$ cat src/hkb_pkg.sv
`default_nettype none
package hkb_pkg;

	localparam int KEY_SLOTS = 6;
	localparam int MOD_BITS  = 8;
	localparam int EVT_SLOTS = MOD_BITS + 2 * KEY_SLOTS;
	localparam logic [7:0] MOD_BASE = 8'd224;

	// one report that has at least one event pending
	typedef struct packed {
		logic [EVT_SLOTS-1:0]     mask;
		logic [MOD_BITS-1:0]      mods;
		logic [KEY_SLOTS-1:0][7:0] cur;
		logic [KEY_SLOTS-1:0][7:0] prev;
	} evt_entry_t;

	typedef struct packed {
		logic full;
		logic empty;
	} fifo_stat_t;

endpackage
`default_nettype wire

$ cat src/hid_keyboard_report_to_key_events_core.sv
// data path: report -> queue -> event mask register -> event output register
// throughput: a report is taken every cycle while the 2-entry queue has room;
// the event unit sends one event per cycle while out_stall is low, and holds a report
// until its last event is sent; reports without events are not queued
// reset: stored keys and modifiers clear to zero, queue and output register empty
`default_nettype none
module hid_keyboard_report_to_key_events_core
	import hkb_pkg::*;
(
	input  wire logic       clk,
	input  wire logic       arst_n,
	input  wire logic       in_valid,
	output logic            in_stall,
	input  wire logic       report_ok,
	input  wire logic [7:0] modifier_bits,
	input  wire logic [7:0] key_slot0,
	input  wire logic [7:0] key_slot1,
	input  wire logic [7:0] key_slot2,
	input  wire logic [7:0] key_slot3,
	input  wire logic [7:0] key_slot4,
	input  wire logic [7:0] key_slot5,
	output logic            out_valid,
	input  wire logic       out_stall,
	output logic            key_down,
	output logic [7:0]      scan_code,
	output logic            last_event
);

	fifo_stat_t fifo_stat;
	evt_entry_t push_entry;
	evt_entry_t pop_entry;
	logic       push;
	logic       pop;

	hkb_front u_front (
		.clk           (clk),
		.arst_n        (arst_n),
		.in_valid      (in_valid),
		.in_stall      (in_stall),
		.report_ok     (report_ok),
		.modifier_bits (modifier_bits),
		.key_slot0     (key_slot0),
		.key_slot1     (key_slot1),
		.key_slot2     (key_slot2),
		.key_slot3     (key_slot3),
		.key_slot4     (key_slot4),
		.key_slot5     (key_slot5),
		.fifo_stat     (fifo_stat),
		.push          (push),
		.push_entry    (push_entry)
	);

	hkb_fifo u_fifo (
		.clk        (clk),
		.arst_n     (arst_n),
		.push       (push),
		.push_entry (push_entry),
		.pop        (pop),
		.pop_entry  (pop_entry),
		.stat       (fifo_stat)
	);

	hkb_back u_back (
		.clk        (clk),
		.arst_n     (arst_n),
		.pop_entry  (pop_entry),
		.fifo_stat  (fifo_stat),
		.pop        (pop),
		.out_valid  (out_valid),
		.out_stall  (out_stall),
		.key_down   (key_down),
		.scan_code  (scan_code),
		.last_event (last_event)
	);

	// queue never overflows
	assert property (@(posedge clk) disable iff (!arst_n) push |-> !fifo_stat.full)
		else $error("push into full queue");

	// queue never underflows
	assert property (@(posedge clk) disable iff (!arst_n) pop |-> !fifo_stat.empty)
		else $error("pop from empty queue");

	// only reports that cause events are queued
	assert property (@(posedge clk) disable iff (!arst_n) push |-> (push_entry.mask != '0))
		else $error("queued report without events");

	// full and empty are exclusive
	assert property (@(posedge clk) disable iff (!arst_n)
		fifo_stat.full |-> !fifo_stat.empty)
		else $error("queue both full and empty");

endmodule
`default_nettype wire

$ cat src/hkb_front.sv
`default_nettype none
module hkb_front
	import hkb_pkg::*;
(
	input  wire logic       clk,
	input  wire logic       arst_n,
	input  wire logic       in_valid,
	output logic            in_stall,
	input  wire logic       report_ok,
	input  wire logic [7:0] modifier_bits,
	input  wire logic [7:0] key_slot0,
	input  wire logic [7:0] key_slot1,
	input  wire logic [7:0] key_slot2,
	input  wire logic [7:0] key_slot3,
	input  wire logic [7:0] key_slot4,
	input  wire logic [7:0] key_slot5,
	input  wire fifo_stat_t fifo_stat,
	output logic            push,
	output evt_entry_t      push_entry
);

	logic [KEY_SLOTS-1:0][7:0] prev_keys_q;
	logic [MOD_BITS-1:0]       prev_mods_q;
	logic [KEY_SLOTS-1:0][7:0] cur;
	logic [KEY_SLOTS-1:0]      cur_seen;
	logic [KEY_SLOTS-1:0]      prev_seen;
	logic [EVT_SLOTS-1:0]      mask;
	logic                      accept;

	assign cur = {key_slot5, key_slot4, key_slot3, key_slot2, key_slot1, key_slot0};

	// each slot is looked up against all six slots of the other report
	always_comb begin
		cur_seen  = '0;
		prev_seen = '0;
		for (int i = 0; i < KEY_SLOTS; i++) begin
			for (int j = 0; j < KEY_SLOTS; j++) begin
				if (cur[i] == prev_keys_q[j]) begin
					cur_seen[i] = 1'b1;
				end
				if (prev_keys_q[i] == cur[j]) begin
					prev_seen[i] = 1'b1;
				end
			end
		end
	end

	// event order: modifier bits, then press/release pairs per slot
	always_comb begin
		mask[MOD_BITS-1:0] = modifier_bits ^ prev_mods_q;
		for (int i = 0; i < KEY_SLOTS; i++) begin
			mask[MOD_BITS + 2*i]     = (cur[i] != 8'd0) && !cur_seen[i];
			mask[MOD_BITS + 2*i + 1] = (prev_keys_q[i] != 8'd0) && !prev_seen[i];
		end
	end

	assign in_stall = fifo_stat.full;
	assign accept   = in_valid && !in_stall;
	assign push     = accept && report_ok && (mask != '0);

	assign push_entry.mask = mask;
	assign push_entry.mods = modifier_bits;
	assign push_entry.cur  = cur;
	assign push_entry.prev = prev_keys_q;

	always_ff @(posedge clk or negedge arst_n) begin
		if (!arst_n) begin
			prev_keys_q <= '0;
			prev_mods_q <= '0;
		end else if (accept) begin
			prev_keys_q <= cur;
			if (report_ok) begin
				prev_mods_q <= modifier_bits;
			end
		end
	end

endmodule
`default_nettype wire

$ cat src/hkb_fifo.sv
`default_nettype none
module hkb_fifo
	import hkb_pkg::*;
(
	input  wire logic       clk,
	input  wire logic       arst_n,
	input  wire logic       push,
	input  wire evt_entry_t push_entry,
	input  wire logic       pop,
	output evt_entry_t      pop_entry,
	output fifo_stat_t      stat
);

	localparam int DEPTH = 2;

	evt_entry_t mem_q [DEPTH];
	logic       wr_ptr_q;
	logic       rd_ptr_q;
	logic [1:0] count_q;

	assign pop_entry  = mem_q[rd_ptr_q];
	assign stat.full  = (count_q == 2'(DEPTH));
	assign stat.empty = (count_q == 2'd0);

	always_ff @(posedge clk) begin
		if (push) begin
			mem_q[wr_ptr_q] <= push_entry;
		end
	end

	always_ff @(posedge clk or negedge arst_n) begin
		if (!arst_n) begin
			wr_ptr_q <= 1'b0;
			rd_ptr_q <= 1'b0;
			count_q  <= 2'd0;
		end else begin
			if (push) begin
				wr_ptr_q <= ~wr_ptr_q;
			end
			if (pop) begin
				rd_ptr_q <= ~rd_ptr_q;
			end
			case ({push, pop})
				2'b10:   count_q <= count_q + 2'd1;
				2'b01:   count_q <= count_q - 2'd1;
				default: count_q <= count_q;
			endcase
		end
	end

endmodule
`default_nettype wire

$ cat src/hkb_back.sv
`default_nettype none
module hkb_back
	import hkb_pkg::*;
(
	input  wire logic       clk,
	input  wire logic       arst_n,
	input  wire evt_entry_t pop_entry,
	input  wire fifo_stat_t fifo_stat,
	output logic            pop,
	output logic            out_valid,
	input  wire logic       out_stall,
	output logic            key_down,
	output logic [7:0]      scan_code,
	output logic            last_event
);

	logic [EVT_SLOTS-1:0]      mask_q;
	logic [MOD_BITS-1:0]       mods_q;
	logic [KEY_SLOTS-1:0][7:0] cur_q;
	logic [KEY_SLOTS-1:0][7:0] prev_q;
	logic                      out_valid_q;
	logic                      down_q;
	logic [7:0]                code_q;
	logic                      last_q;

	logic [EVT_SLOTS-1:0] low;
	logic [EVT_SLOTS-1:0] rest;
	logic                 busy;
	logic                 advance;
	logic                 ev_down;
	logic [7:0]           ev_code;

	assign busy    = (mask_q != '0);
	assign advance = !out_valid_q || !out_stall;
	assign low     = mask_q & (~mask_q + EVT_SLOTS'(1));
	assign rest    = mask_q & ~low;
	assign pop     = !fifo_stat.empty && (!busy || (advance && (rest == '0)));

	always_comb begin
		ev_down = 1'b0;
		ev_code = 8'd0;
		for (int b = 0; b < MOD_BITS; b++) begin
			if (low[b]) begin
				ev_down = mods_q[b];
				ev_code = MOD_BASE + 8'(b);
			end
		end
		for (int s = 0; s < KEY_SLOTS; s++) begin
			if (low[MOD_BITS + 2*s]) begin
				ev_down = 1'b1;
				ev_code = cur_q[s];
			end
			if (low[MOD_BITS + 2*s + 1]) begin
				ev_down = 1'b0;
				ev_code = prev_q[s];
			end
		end
	end

	always_ff @(posedge clk or negedge arst_n) begin
		if (!arst_n) begin
			mask_q      <= '0;
			out_valid_q <= 1'b0;
		end else begin
			if (advance) begin
				out_valid_q <= busy;
			end
			// a pop only happens once the current report has no events left
			if (pop) begin
				mask_q <= pop_entry.mask;
			end else if (advance && busy) begin
				mask_q <= rest;
			end
		end
	end

	always_ff @(posedge clk) begin
		if (pop) begin
			mods_q <= pop_entry.mods;
			cur_q  <= pop_entry.cur;
			prev_q <= pop_entry.prev;
		end
		if (advance && busy) begin
			down_q <= ev_down;
			code_q <= ev_code;
			last_q <= (rest == '0);
		end
	end

	assign out_valid  = out_valid_q;
	assign key_down   = down_q;
	assign scan_code  = code_q;
	assign last_event = last_q;

endmodule
`default_nettype wire

$ cat config.mk
export PLATFORM = sky130hd
export DESIGN_NAME = hid_keyboard_report_to_key_events_core
export DESIGN_NICKNAME = d
export VERILOG_FILES = /design/src/hkb_pkg.sv /design/src/hid_keyboard_report_to_key_events_core.sv /design/src/hkb_front.sv /design/src/hkb_fifo.sv /design/src/hkb_back.sv
export SDC_FILE = /design/constraint.sdc
export NUM_CORES = 1
export LEC_CHECK = 0
export BUFFER_PORTS_ARGS = -buffer_cell sky130_fd_sc_hd__buf_2
export CELL_PAD_IN_SITES_DETAIL_PLACEMENT = 2
export CELL_PAD_IN_SITES_GLOBAL_PLACEMENT = 2
export CORE_AREA = 2 2 186 280
export DETAILED_ROUTE_END_ITERATION = 10
export DIE_AREA = 0 0 188 282
export GPL_TIMING_DRIVEN = 0
export PLACE_DENSITY = 0.79
export SKIP_CTS_REPAIR_TIMING = 1
export SYNTH_ARGS = -nofsm -noshare
export SYNTH_HDL_FRONTEND = slang
export SYNTH_SLANG_ARGS = --single-unit
$ cat constraint.sdc
create_clock -name clk -period 7.63 [get_ports clk]
set_clock_uncertainty 0.15 [all_clocks]
set_input_delay 1.1445 -clock clk [delete_from_list [all_inputs] [get_ports clk]]
set_output_delay 1.1445 -clock clk [all_outputs]
set_load 0.005 [all_outputs]
# --- Word level (Yosys, flattened, before mapping) ---
# Memories as Yosys holds them, arrays and structs flattened.
# Cells that the tools add are included.
# W data, S select, Z words.
classes:
  addsub: 3
  n_eq_ne: 75
  muxes: 116
  bitwise: 7
  n_reduce_logical: 56
ops:
  columns: ["operator", "count"]
  rows:
  - ["$eq A8 B8 Y1", 72]
  - ["$mux W8", 20]
  - ["$reduce_bool A8 Y1", 12]
  - ["$mux W1", 93]
  - ["$and A20 B20 Y20", 2]
  - ["$mux W20", 2]
  - ["$not A20 Y20", 2]
  - ["$reduce_bool A20 Y1", 2]
  - ["$add A20 B1 Y20 const B", 1]
  - ["$logic_not A20 Y1", 1]
  - ["$logic_and A1 B1 Y1", 18]
  - ["$logic_not A1 Y1", 17]
  - ["$xor A8 B8 Y8", 1]
  - ["$eq A2 B2 Y1 const B", 2]
  - ["$pmux W2 S2", 1]
  - ["$reduce_bool A2 Y1", 2]
  - ["$add A2 B1 Y2 const B", 1]
  - ["$eq A2 B1 Y1 const B", 1]
  - ["$logic_not A2 Y1", 1]
  - ["$logic_or A1 B1 Y1", 2]
  - ["$not A1 Y1", 2]
  - ["$reduce_and A2 Y1", 1]
  - ["$sub A2 B1 Y2 const B", 1]
word_totals:
  reg_bits: 195
  mem_bits_rw: 248
  inputBits: 61
  out_inout_bits: 12
  wordCells: 286
  memories: 1
mem_list:
  columns: ["name", "depth", "word_bits", "rd", "rd_ports_with_merged_regs", "wr", "line", "text"]
  rows:
  - ["u_fifo.mem_q", 2, 124, 1, 0, 1, "hkb_fifo.sv:16", "evt_entry_t mem_q [DEPTH];"]

# --- Logic depth before layout (Yosys ltp) ---
logic_depth:
  word_depth: 23
  ltp_mapped: 14
  mapped_depth_nobuf: 12

# --- Hierarchy ---
# A second synthesis with hierarchy kept.
unflattened:
  hier_cells: 1624
  hier_area_um2: 21934.8
modules_own_cells:
  columns: ["module", "instances", "cells_each", "area_per_inst_um2", "seq_area_each_um2"]
  rows:
  - ["hkb_fifo", 1, 402, 9328.9, 7547.2]
  - ["hkb_front", 1, 755, 6612.6, 1401.3]
  - ["hkb_back", 1, 467, 5993.2, 3948.8]

# --- Worst setup path before layout ---
# OpenSTA, ideal clock, no wires.
synth_timing:
  kind: "input to register"
  from: "input key_slot3[1]"
  to: "memory u_fifo.mem_q[0][0] (netlist name), enable pin"
  setup_time_ns: 0.608
  arrival_time_ns: 7.839
  t_required_ns: 6.872
  slack_ns: -0.968
  path_stages: 9
  path_buffers: 1
  cell_sequence: "clkbuf_1 xor2_1 nor4_1 nand2_1 nand4_1 a2111oi_0 nor2_1 a41o_1 nor2_1"
synth_lines:
  columns: ["item", "line", "text"]
  rows:
  - ["from (decl)", "hid_keyboard_report_to_key_events_core.sv:19", "input wire logic [7:0] key_slot3,"]
  - ["to (decl)", "hkb_fifo.sv:16", null]

==> impl_metrics.xml <==
<?xml version="1.0" encoding="UTF-8"?>
<metrics>
  <group name="outcome">
    <metric name="run_status" unit="">finished, final reports clean</metric>
  </group>
  <group name="timing">
    <metric name="finalWorstPathRequiredPeriod" unit="ps">5500</metric>
    <metric name="final_max_slew_viol_count" unit="">0</metric>
    <metric name="report.final.setup_viol" unit="">0</metric>
    <metric name="rsz0062_at_grt" unit="">false</metric>
    <metric name="tightest_slew" unit="ps">1160</metric>
    <metric name="fin_crit_sh" unit="%">72.1</metric>
    <metric name="fin_setup_tns" unit="ps">0</metric>
    <metric name="fmax" unit="MHz">182</metric>
    <metric name="report.final.hold_viol_count" unit="">0</metric>
    <metric name="max-slew-margin-rel" unit="%">21.8</metric>
    <metric name="fin_worst_hold_slack" unit="ps">315</metric>
  </group>
  <group name="clock_tree">
    <metric name="clk_latency" unit="ps">570</metric>
    <metric name="cts_tree" unit="">built</metric>
    <metric name="clock_root_cell" unit="">sky130_fd_sc_hd__clkbuf_16</metric>
    <metric name="clkSlewWorstSetupHoldPaths" unit="ps">60</metric>
    <metric name="count_of_clock_tree_sinks" unit="">443</metric>
    <metric name="clk_path_buf_depth" unit="">3</metric>
    <metric name="tritoncts_buffers" unit="">44</metric>
    <metric name="cts_htree_levels" unit="">2</metric>
  </group>
  <group name="power">
    <metric name="power_per_cell_area" unit="mW/mm^2">424</metric>
    <metric name="fin_total_pwr" unit="uW">9950</metric>
    <metric name="cellLeakagePower" unit="uW">0.00814</metric>
    <metric name="vdd.ir_drop.worst" unit="mV">0.232</metric>
  </group>
  <group name="global_route">
    <metric name="number_of_global_route_vias_before_repair" unit="">15593</metric>
    <metric name="antenna_found_initial" unit="">0</metric>
    <metric name="grt_pass1_wl" unit="um">110000</metric>
    <metric name="grt_util_all_layers" unit="%">28.9</metric>
    <metric name="grt_remaining_overflow" unit="">0</metric>
    <metric name="grt_max_degree" unit="">67</metric>
  </group>
  <group name="cells_and_area">
    <metric name="nets" unit="">1680</metric>
    <metric name="area.growth.synth_to_final" unit="%">14.4</metric>
    <metric name="antenna_cells" unit="">0</metric>
    <metric name="fin_util" unit="%">46.6</metric>
    <metric name="number_of_inserted_filler_cells_in_the_final_layout" unit="">4868</metric>
    <metric name="layout-drive-gt1-share" unit="%">20.0</metric>
  </group>
  <group name="floorplanning">
    <metric name="row_count" unit="">101</metric>
    <metric name="horizontal_die_dimension" unit="um">188</metric>
    <metric name="chipHeight" unit="um">282</metric>
    <metric name="initial_core_util" unit="%">40.7</metric>
    <metric name="io-pin-count" unit="">73</metric>
    <metric name="die_area" unit="mm^2">0.0530</metric>
    <metric name="design.core.area" unit="mm^2">0.0504</metric>
  </group>
  <group name="placement">
    <metric name="place.detailed.hpwl" unit="um">52900</metric>
    <metric name="numPortBuffers" unit="">72</metric>
    <metric name="place.gp.congestion" unit="">0.894</metric>
  </group>
  <group name="worst_setup_path">
    <metric name="worst_setup_path_end_kind" unit="">register</metric>
    <metric name="crit_path_cell_trace" unit="">buf_2, buf_1, xnor2_1, nand4_1, nor2_1, a2111oi_0, and4_1, nor4_1, a41o_1, nor2_4, buf_12, buf_12</metric>
    <metric name="critPathRequiredTime" unit="ps">7730</metric>
    <metric name="crit_arrival" unit="ps">5600</metric>
    <metric name="critPathBufInv" unit="">4</metric>
    <metric name="cpPeakStageDelay" unit="ps">790</metric>
    <metric name="critPathMaxFanout" unit="">29</metric>
    <metric name="worst_setup_path_start_kind" unit="">primary input</metric>
    <metric name="crit_top_cell" unit="">sky130_fd_sc_hd__buf_12</metric>
    <metric name="cpLargestDelayFamily" unit="">simple AND/OR/NAND/NOR gates</metric>
    <metric name="critPathSlowestCell" unit="">sky130_fd_sc_hd__nor2_4</metric>
    <metric name="kind_of_critical_path" unit="">primary input to register</metric>
  </group>
  <group name="routing">
    <metric name="total_via_count_in_the_routed_design" unit="">13649</metric>
    <metric name="via_per_inst" unit="">5.88</metric>
    <metric name="antenna_left" unit="">0</metric>
    <metric name="route.detailed.drc" unit="">0</metric>
    <metric name="route.final.wire_length" unit="um">76100</metric>
    <metric name="detail_route.wl_per_cell" unit="um">32.8</metric>
    <metric name="drt-pass1-iter-count" unit="">5</metric>
    <metric name="drt-initial-drc-count" unit="">1030</metric>
  </group>
  <group name="yosys">
    <metric name="synthCells" unit="">1487</metric>
    <metric name="post_synth_cell_types" unit="">61</metric>
    <metric name="synth-edff-count" unit="">362</metric>
    <metric name="ys_seq_elements" unit="">443</metric>
    <metric name="post_synthesis_average_cell_area" unit="um^2">13.8</metric>
    <metric name="dominantRegCellSynth" unit="">sky130_fd_sc_hd__edfxtp_1</metric>
    <metric name="synth_nets" unit="">1549</metric>
    <metric name="asyncSetResetFlopFracSynth" unit="%">18.3</metric>
    <metric name="synthesis.area" unit="mm^2">0.0205</metric>
    <metric name="portion_of_the_post_synthesis_area_used_by_sequential_elements" unit="%">62.8</metric>
    <metric name="synth.yosys.warnings" unit="">0</metric>
  </group>
  <group name="flow_run">
    <metric name="drv.max_cap_violation_count" unit="">0</metric>
  </group>
  <group name="min_path">
    <metric name="hold_path.class" unit="">register to register</metric>
  </group>
</metrics>
==> worst register-to-register path: cells and delay by family, from the launching register on <==
kind,cells,cell delay [ps]
and+or+nand+nor,5,1640
DFF,1,390
buffers and inverters,3,1200
xor gates and xnor gates,1,160
AOI/OAI and AO/OA,2,1280
==> kinds of logic (layout without fill, tap and decap cells) <==
family	count (synthesis)	count (layout)	share of synthesized area (%)
flip-flops	443	443	62.8
XOR/XNOR	301	301	12.8
AND/OR/NAND/NOR	278	278	7.29
multiplexers	185	185	9.99
buffers and inverters	149	316	2.78
AO/OA/AOI/OAI	129	129	4.20
adder cells (fa/ha/maj)	2	2	0.110
==> through the flow <==
stage / setup WS (ps) / cells / area [um^2]
6_report: 2130 / 2323 / 23500
5_1_grt: 2020 / 2323 / 23500
4_1_cts: 2020 / 2323 / 23500
3_5_place_dp: 1490 / 2241 / 22000
3_3_place_gp: -6250 / 2228 / 21700
2_1_floorplan: -968 / 1487 / 20500
==> cell usage in the layout (no fill, tap or decap), types with 4 or more instances in the layout <==
cell type and count:
sky130_fd_sc_hd__o21ai_0 27, sky130_fd_sc_hd__o31ai_1 7, sky130_fd_sc_hd__nand3_1 10, sky130_fd_sc_hd__a221o_1 4, sky130_fd_sc_hd__nand4_1 32, sky130_fd_sc_hd__a221oi_1 10
sky130_fd_sc_hd__buf_16 4, sky130_fd_sc_hd__bufinv_16 4, sky130_fd_sc_hd__nor4_1 80, sky130_fd_sc_hd__mux2_2 160, sky130_fd_sc_hd__edfxtp_1 362, sky130_fd_sc_hd__a22oi_1 11
sky130_fd_sc_hd__dfrtp_1 81, sky130_fd_sc_hd__clkinv_1 6, sky130_fd_sc_hd__nand2_1 68, sky130_fd_sc_hd__inv_1 8, sky130_fd_sc_hd__nor2_1 41, sky130_fd_sc_hd__a2111oi_0 4
sky130_fd_sc_hd__o21ai_1 18, sky130_fd_sc_hd__buf_1 20, sky130_fd_sc_hd__mux2i_1 25, sky130_fd_sc_hd__clkbuf_16 46, sky130_fd_sc_hd__buf_12 7, sky130_fd_sc_hd__clkinv_2 9
sky130_fd_sc_hd__nor3_1 15, sky130_fd_sc_hd__buf_2 75, sky130_fd_sc_hd__xnor2_1 92, sky130_fd_sc_hd__xor2_1 209, sky130_fd_sc_hd__a21oi_1 18, sky130_fd_sc_hd__a211oi_1 5
sky130_fd_sc_hd__a22o_1 4, sky130_fd_sc_hd__clkbuf_1 122
==> report_power, final <==
part / total, uW / switching [uW] / internal, uW
clock: 2260 / 988 / 1270
combinational: 3950 / 2610 / 1340
sequential: 3740 / 335 / 3410
==> final cells by class <==
class / count / area (um^2) / area share, %
Buffer: 140 / 538 / 2.29
Clock buffer: 57 / 1220 / 5.20
Clock inverter: 25 / 245 / 1.04
Inverter: 9 / 36.3 / 0.154
Multi-Input combinational cell: 895 / 7090 / 30.2
Sequential cell: 443 / 12900 / 54.9
Tap cell: 669 / 837 / 3.56
Timing Repair Buffer: 85 / 628 / 2.67
==> Yosys cell counts (20+ instances only) <==
library cell	count	share of area [%]
sky130_fd_sc_hd__edfxtp_1	362	53
sky130_fd_sc_hd__xor2_1	209	8.9
sky130_fd_sc_hd__mux2_2	160	8.8
sky130_fd_sc_hd__clkbuf_1	114	2.1
sky130_fd_sc_hd__xnor2_1	92	3.9
sky130_fd_sc_hd__dfrtp_1	81	9.9
sky130_fd_sc_hd__nor4_1	80	2.4
sky130_fd_sc_hd__nand2_1	68	1.2
sky130_fd_sc_hd__nor2_1	43	0.79
sky130_fd_sc_hd__nand4_1	32	0.97
sky130_fd_sc_hd__o21ai_0	27	0.66
sky130_fd_sc_hd__mux2i_1	25	1.2
sky130_fd_sc_hd__buf_1	20	0.37
==> flip-flops by register name, summed over array words and instances (netlist names), 2 cells and up <==
register and flops:
u_back.mods_q 8, u_back.cur_q 48, u_fifo.mem_q 248, u_back.prev_q 48, u_back.mask_q 20, u_front.push_entry 48
u_back.scan_code 8, u_front.prev_mods_q 8, u_fifo.count_q 2
==> layer usage <==
layer	up-vias	wire, um	track usage (%)
met3	220	3300	3.32
met1	7206	27700	32.2
met4	0	4840	16.7
met5	-	0	0
li1	5715	-	-
met2	508	40200	53.1
==> final timing paths <==
path / from / endpoint / slack (ps) / depth (start not counted)
max in group asynchronous: arst_n / u_front.push_entry[29] / 6190 / 2
min in group asynchronous: arst_n / u_front.prev_mods_q[7] / 410 / 1
setup reg to reg: u_front.push_entry[43] / u_fifo.mem_q[0][93] / 2480 / 11
hold / removal: u_front.push_entry[13] / u_fifo.mem_q[0][13] / 320 / 0
hold reg to reg: u_front.push_entry[13] / u_fifo.mem_q[0][13] / 320 / 0
setup / recovery: key_slot5[0] / u_fifo.mem_q[0][93] / 2130 / 12
No activity file was read; power rests on OpenSTA's default activity.
